--- src/pswt_pkg.sv ---
// Shared types and constants for the per-source failure window tracker.
// No dependencies.
`timescale 1ns / 1ps
package pswt_pkg;

  localparam logic [31:0] FNV_BASIS = 32'd2166136261;
  localparam logic [31:0] FNV_PRIME = 32'd16777619;

  localparam int unsigned CFG_IDX_W = 1;
  localparam logic [CFG_IDX_W-1:0] REG_WINDOW = 1'b0;
  localparam logic [CFG_IDX_W-1:0] REG_THRESH = 1'b1;

  localparam logic [15:0] WINDOW_RST = 16'd60;
  localparam logic [6:0]  THRESH_RST = 7'd5;

  // controller -> datapath
  typedef struct packed {
    logic clr;    // write an empty entry at the sweep pointer
    logic load;   // capture input beat
    logic hash;   // one FNV-1a byte round
    logic modr;   // one remainder step over one hash byte
    logic pinit;  // start probe at home slot
    logic prd;    // read slot entry at probe pointer
    logic pchk;   // evaluate slot entry, pick slot or advance
    logic wr;     // push time, update slot entry
    logic scan;   // ring scan step
  } cmd_t;

  // datapath -> controller
  typedef struct packed {
    logic clr_last;
    logic ip_zero;
    logic hash_last;
    logic mod_last;
    logic hit;
    logic probe_last;
    logic scan_done;
  } sts_t;

endpackage

--- src/pswt_ctrl.sv ---
// Sequencer for the failure window tracker: clear sweep, hash, remainder, probe, push, scan.
// Depends on pswt_pkg.
`timescale 1ns / 1ps
module pswt_ctrl (
  input  logic            clk,
  input  logic            rst,
  input  logic            start,
  input  pswt_pkg::sts_t  sts,
  output pswt_pkg::cmd_t  cmd,
  output logic            busy,
  output logic            done
);

  typedef enum logic [3:0] {
    CLR, IDLE, HASH, MODR, PINIT, PRD, PCHK, WR, SCAN, DONE
  } state_t;

  state_t state, state_next;

  always_comb begin
    cmd = '0;
    state_next = state;
    case (state)
      CLR: begin
        cmd.clr = 1'b1;
        if (sts.clr_last) state_next = IDLE;
      end
      IDLE: begin
        if (start) begin
          cmd.load = 1'b1;
          state_next = sts.ip_zero ? DONE : HASH;
        end
      end
      HASH: begin
        cmd.hash = 1'b1;
        if (sts.hash_last) state_next = MODR;
      end
      MODR: begin
        cmd.modr = 1'b1;
        if (sts.mod_last) state_next = PINIT;
      end
      PINIT: begin
        cmd.pinit = 1'b1;
        state_next = PRD;
      end
      PRD: begin
        cmd.prd = 1'b1;
        state_next = PCHK;
      end
      PCHK: begin
        cmd.pchk = 1'b1;
        state_next = (sts.hit || sts.probe_last) ? WR : PRD;
      end
      WR: begin
        cmd.wr = 1'b1;
        state_next = SCAN;
      end
      SCAN: begin
        cmd.scan = 1'b1;
        if (sts.scan_done) state_next = DONE;
      end
      DONE: state_next = IDLE;
      default: state_next = IDLE;
    endcase
  end

  always_ff @(posedge clk) begin
    if (rst) begin
      state <= CLR;
      busy  <= 1'b1;
      done  <= 1'b0;
    end else begin
      state <= state_next;
      busy  <= (state_next != IDLE);
      done  <= (state_next == DONE);
    end
  end

`ifndef NO_ASSERTIONS
  a_done_pulse: assert property (@(posedge clk) disable iff (rst) done |=> !done)
    else $error("done held longer than one cycle");
  a_accept_busy: assert property (@(posedge clk) disable iff (rst)
    (start && !busy) |=> busy)
    else $error("accepted beat did not raise busy");
  a_done_busy: assert property (@(posedge clk) disable iff (rst) done |-> busy)
    else $error("result shown while idle");
`endif

endmodule

--- config.mk ---
export PLATFORM = sky130hd
export DESIGN_NAME = pswt_ctrl
export DESIGN_NICKNAME = d
export VERILOG_FILES = /design/src/pswt_pkg.sv /design/src/pswt_ctrl.sv
export SDC_FILE = /design/constraint.sdc
export NUM_CORES = 1
export LEC_CHECK = 0
export BUFFER_PORTS_ARGS = -buffer_cell sky130_fd_sc_hd__buf_2
export CAP_MARGIN = 5
export CELL_PAD_IN_SITES_DETAIL_PLACEMENT = 1
export CELL_PAD_IN_SITES_GLOBAL_PLACEMENT = 1
export CORE_MARGIN = 10
export CORE_UTILIZATION = 30
export DETAILED_ROUTE_END_ITERATION = 8
export PLACE_DENSITY_LB_ADDON = 0.2
export SYNTH_ARGS = -nofsm -noshare
export SYNTH_HDL_FRONTEND = slang
export SYNTH_SLANG_ARGS = --single-unit
--- constraint.sdc ---
create_clock -name clk -period 1.6 [get_ports clk]
set_input_delay 0.32 -clock clk [delete_from_list [all_inputs] [get_ports clk]]
set_output_delay 0.32 -clock clk [all_outputs]
set_load 0.03 [all_outputs]
Word level (Yosys, flattened, before mapping)
Index checks and enable logic that the tools add are counted.

cells by class
  reduce and logical (&&, ||, !) cells = 2
  equality and inequality tests = 10
  mux-type cells = 18

operator list
  operator              number
  $pmux W4 S9           1
  $mux W4               6
  $eq A4 B3 Y1 const B  4
  $mux W1               10
  $eq A4 B2 Y1 const B  2
  $eq A4 B4 Y1 const B  2
  $eq A4 B1 Y1 const B  1
  $logic_not A4 Y1      1
  $ne A4 B1 Y1 const B  1
  $mux W2               1
  $logic_or A1 B1 Y1    1

word-level totals
  flip-flop bits (word level) = 6
  bits of input ports = 10
  logic and storage cells = 33

Logic depth before layout (Yosys ltp)
  depth in word-level cells = 4
  depth in mapped cells = 5
  mapped depth without buffers = 4

Least setup slack after synthesis
OpenSTA, ideal clock, no wires.

  path type = reg2reg
  start = register state[1]
  end = register done
  slack = -0.444 ns
  cell stages (with the launch flop) = 5
  arrival time = 1.974 ns
  buffers on the path = 1
  period minus slack after synthesis = 2.044 ns
  path through = dfxtp_1 -> buf_6 -> nor4b_1 -> nor3_1 -> nor2b_1

between the ends
  word-level cells in the longest chain between the ends = 3
  elaborated cells on any way between the ends = 16

ends and longest elaborated chain
  element                                     line             RTL
  start: declaration                          pswt_ctrl.sv:18  state_t state, state_next;
  start signal: assignment                    pswt_ctrl.sv:73  state <= state_next;
  $eq A4 B4 Y1, or another cell as far along  pswt_ctrl.sv:23  case (state)
  $pmux W4 S9 (*)                             pswt_ctrl.sv:23
  $eq A4 B4 Y1 (*)                            pswt_ctrl.sv:75  done <= (state_next == DONE);
  end signal: assignment                      pswt_ctrl.sv:75
  end: declaration                            pswt_ctrl.sv:11  output logic done

Mark *: on every way between the ends. The rest lies on a longest branch, timed or not.
A chain may end at the register's enable or synchronous reset.

==> run metrics <==
Yosys cell types=26; Post-synth top flop=dfxtp_1; post-CTS setup buffers=0; area growth from synthesis to final layout=36.1%; dpl hpwl=1.07 mm; Final GP Congestion=0.730; Total Power=around 0.47 mW; Mapped Avg Cell Area=9.10 um2; die area=roughly 3400 um2; arrival time worst endpoint=1.22 ns; number of synthesized register bits=6; hold_ws=a little under 0.3 ns; Root Driver=clkbuf_4; Clk Latency, worst-skew pair=0.25 ns; clk slew on worst S/H paths=approximately 0.05 ns; antenna cells=0; Logic pwr share=0.314; input/output buffers=20; Die Span Y=around 58 um; Vias per Instance=about 5; register area share after synthesis=0.275; maximum clock rate=around 650 MHz; DRT antenna net count=0; CTS tree=done; initial antenna violation count=0; minimum clock period=1.54 ns; Worst-Margin Slew=0.304 ns; Post-Route WL=between 1 and 1.5 mm; final count of negative-setup-slack endpoints=0; TritonRoute pass-1 iters=1; All-Layer GR Usage=0.0826; Synth async-reset ratio=0; clock buffer depth=2; # DRC=0; synthesized cell area=about 440 um2; Worst Setup End Kind=output pin; Final Hold Vio Count=0; period utilization=0.964; first-pass GRT wire length=2.19 mm; CP Data Required Time=roughly 1.3 ns; Psw=around 0.16 mW; Slew headroom=0.795; status=complete, no violations; dpl cell area=around 550 um2; sequential power share=0.386; Hold Crit Class=in -> reg; leak pwr=about 0.27 nW; post-layout util=0.446; vias in the first global route=approximately 470; die span in x=approximately 58 um; core area=1330 um2; final instance area=just under 600 um2; Top Ports=21; Syn Nets=58; maxcap violations=0; synthesized instance count=48; layout cells sized above 1=0.563; max-slew violations=0; crit path max fanout=8; GRT overflow=0; RSZ-0062 raised after global routing=true; Max VDD drop=~0.36 mV; vias=between 400 and 500; WL per Instance=15.4 um; Clock Power Share=0.300; fin cells=86; Power Internal=0.318 mW; largest net degree at the start of global routing=14; critical path launch point type=flip-flop; worst setup path category=reg -> out; Cells after DPL=83; Clock Sinks=6; Post-synth EDFFs=0; fin nets=83; skew final=~0.007 ns; num rows=13; CTS H-tree lvls=1; Switching Fraction=0.331; initial cell density of the core=0.327; power per cell area=between 700 and 800 nW/um2; CTS Buf Count=3; commonest non-fill, non-tap cell in the layout=buf_2; yosys warns=0; most frequent cells in the layout=buf_2 (18), nor2_1 (5), nand2_1 (4), dfxtp_1 (4), buf_4 (4); initial DRC count=0
## critical path, stage by stage, from the launching register on
cell and delay [ns]:
dfxtp_4 0.37, buf_6 0.14, nor4_4 0.29, buf_6 0.17
## power groups by stage
stage	combinational [mW]	clock (mW)	sequential, mW
3_5_place_dp	0.141	0	0.184
5_1_grt	0.162	0.159	0.186
3_3_place_gp	0.140	0	0.183
6_report	0.149	0.142	0.183
2_1_floorplan	0.107	0	0.181
4_1_cts	0.145	0.148	0.183
## cell type report
| class | count | area (um2) |
|---|---|---|
| clock buffer | 3 | 22.5 |
| fill | 183 | 739 |
| inverter | 1 | 3.75 |
| multi-input combinational | 37 | 279 |
| sequential | 6 | 128 |
| tap | 15 | 18.8 |
| timing repair buffer | 24 | 143 |
## logic make-up (layout without fill, tap and decap cells)
group | after synthesis | after routing | synth area share
AND/OR/NAND/NOR | 30 | 30 | 0.450
AO/OA/AOI/OAI | 7 | 7 | 0.163
flip-flops | 6 | 6 | 0.275
buffers and inverters | 5 | 28 | 0.112
## routing by layer
layer  GRT usage  wire length, um  vias up
met1      0.0871              546      192
met2       0.132              625       18
met4      0.0604               31        0
met3      0.0305              123        3
li1            -                -      223
met5           0                0        -
## path summary, 6_finish.rpt
kind / start / endpoint / slack (ns) / depth (start not counted)
worst max register to register: state[1] / busy / 0.25 / 5
worst max-delay path: state[1] / cmd[8] / 0.06 / 3
worst min-delay path: rst / state[1] / 0.29 / 2
worst min register to register: state[0] / state[2] / 0.71 / 3
## synthesized netlist by cell type (2+ instances only)
library cell  instances  area, um2
nor2_1                6       22.5
dfxtp_1               6        120
nor2b_1               3       18.8
and2b_2               2       17.5
and3_1                2       12.5
buf_6                 4       45.0
nand2_1               4       15.0
nor3_1                3       15.0
## state kept, by name, indices dropped and copies added (netlist names)
| register | count |
|---|---|
| state | 4 |
| done | 1 |
| busy | 1 |
## through the flow
step / setup slack (ns) / setup TNS (ns)
floorplan: 0.0142 / 0
global placement: 0.124 / 0
detailed placement: 0.0918 / 0
CTS: 0.0122 / 0
global route: -0.0296 / -0.0434
finish: 0.0571 / 0
## what timing repair did
item	4_1_cts	5_1_grt
resized for setup	5	6
setup endpoints to repair	8	6
endpoints found under the hold margin	0	0
pin swaps	0	1
hold buffers	0	0
Power figures use the tool's default switching activity.
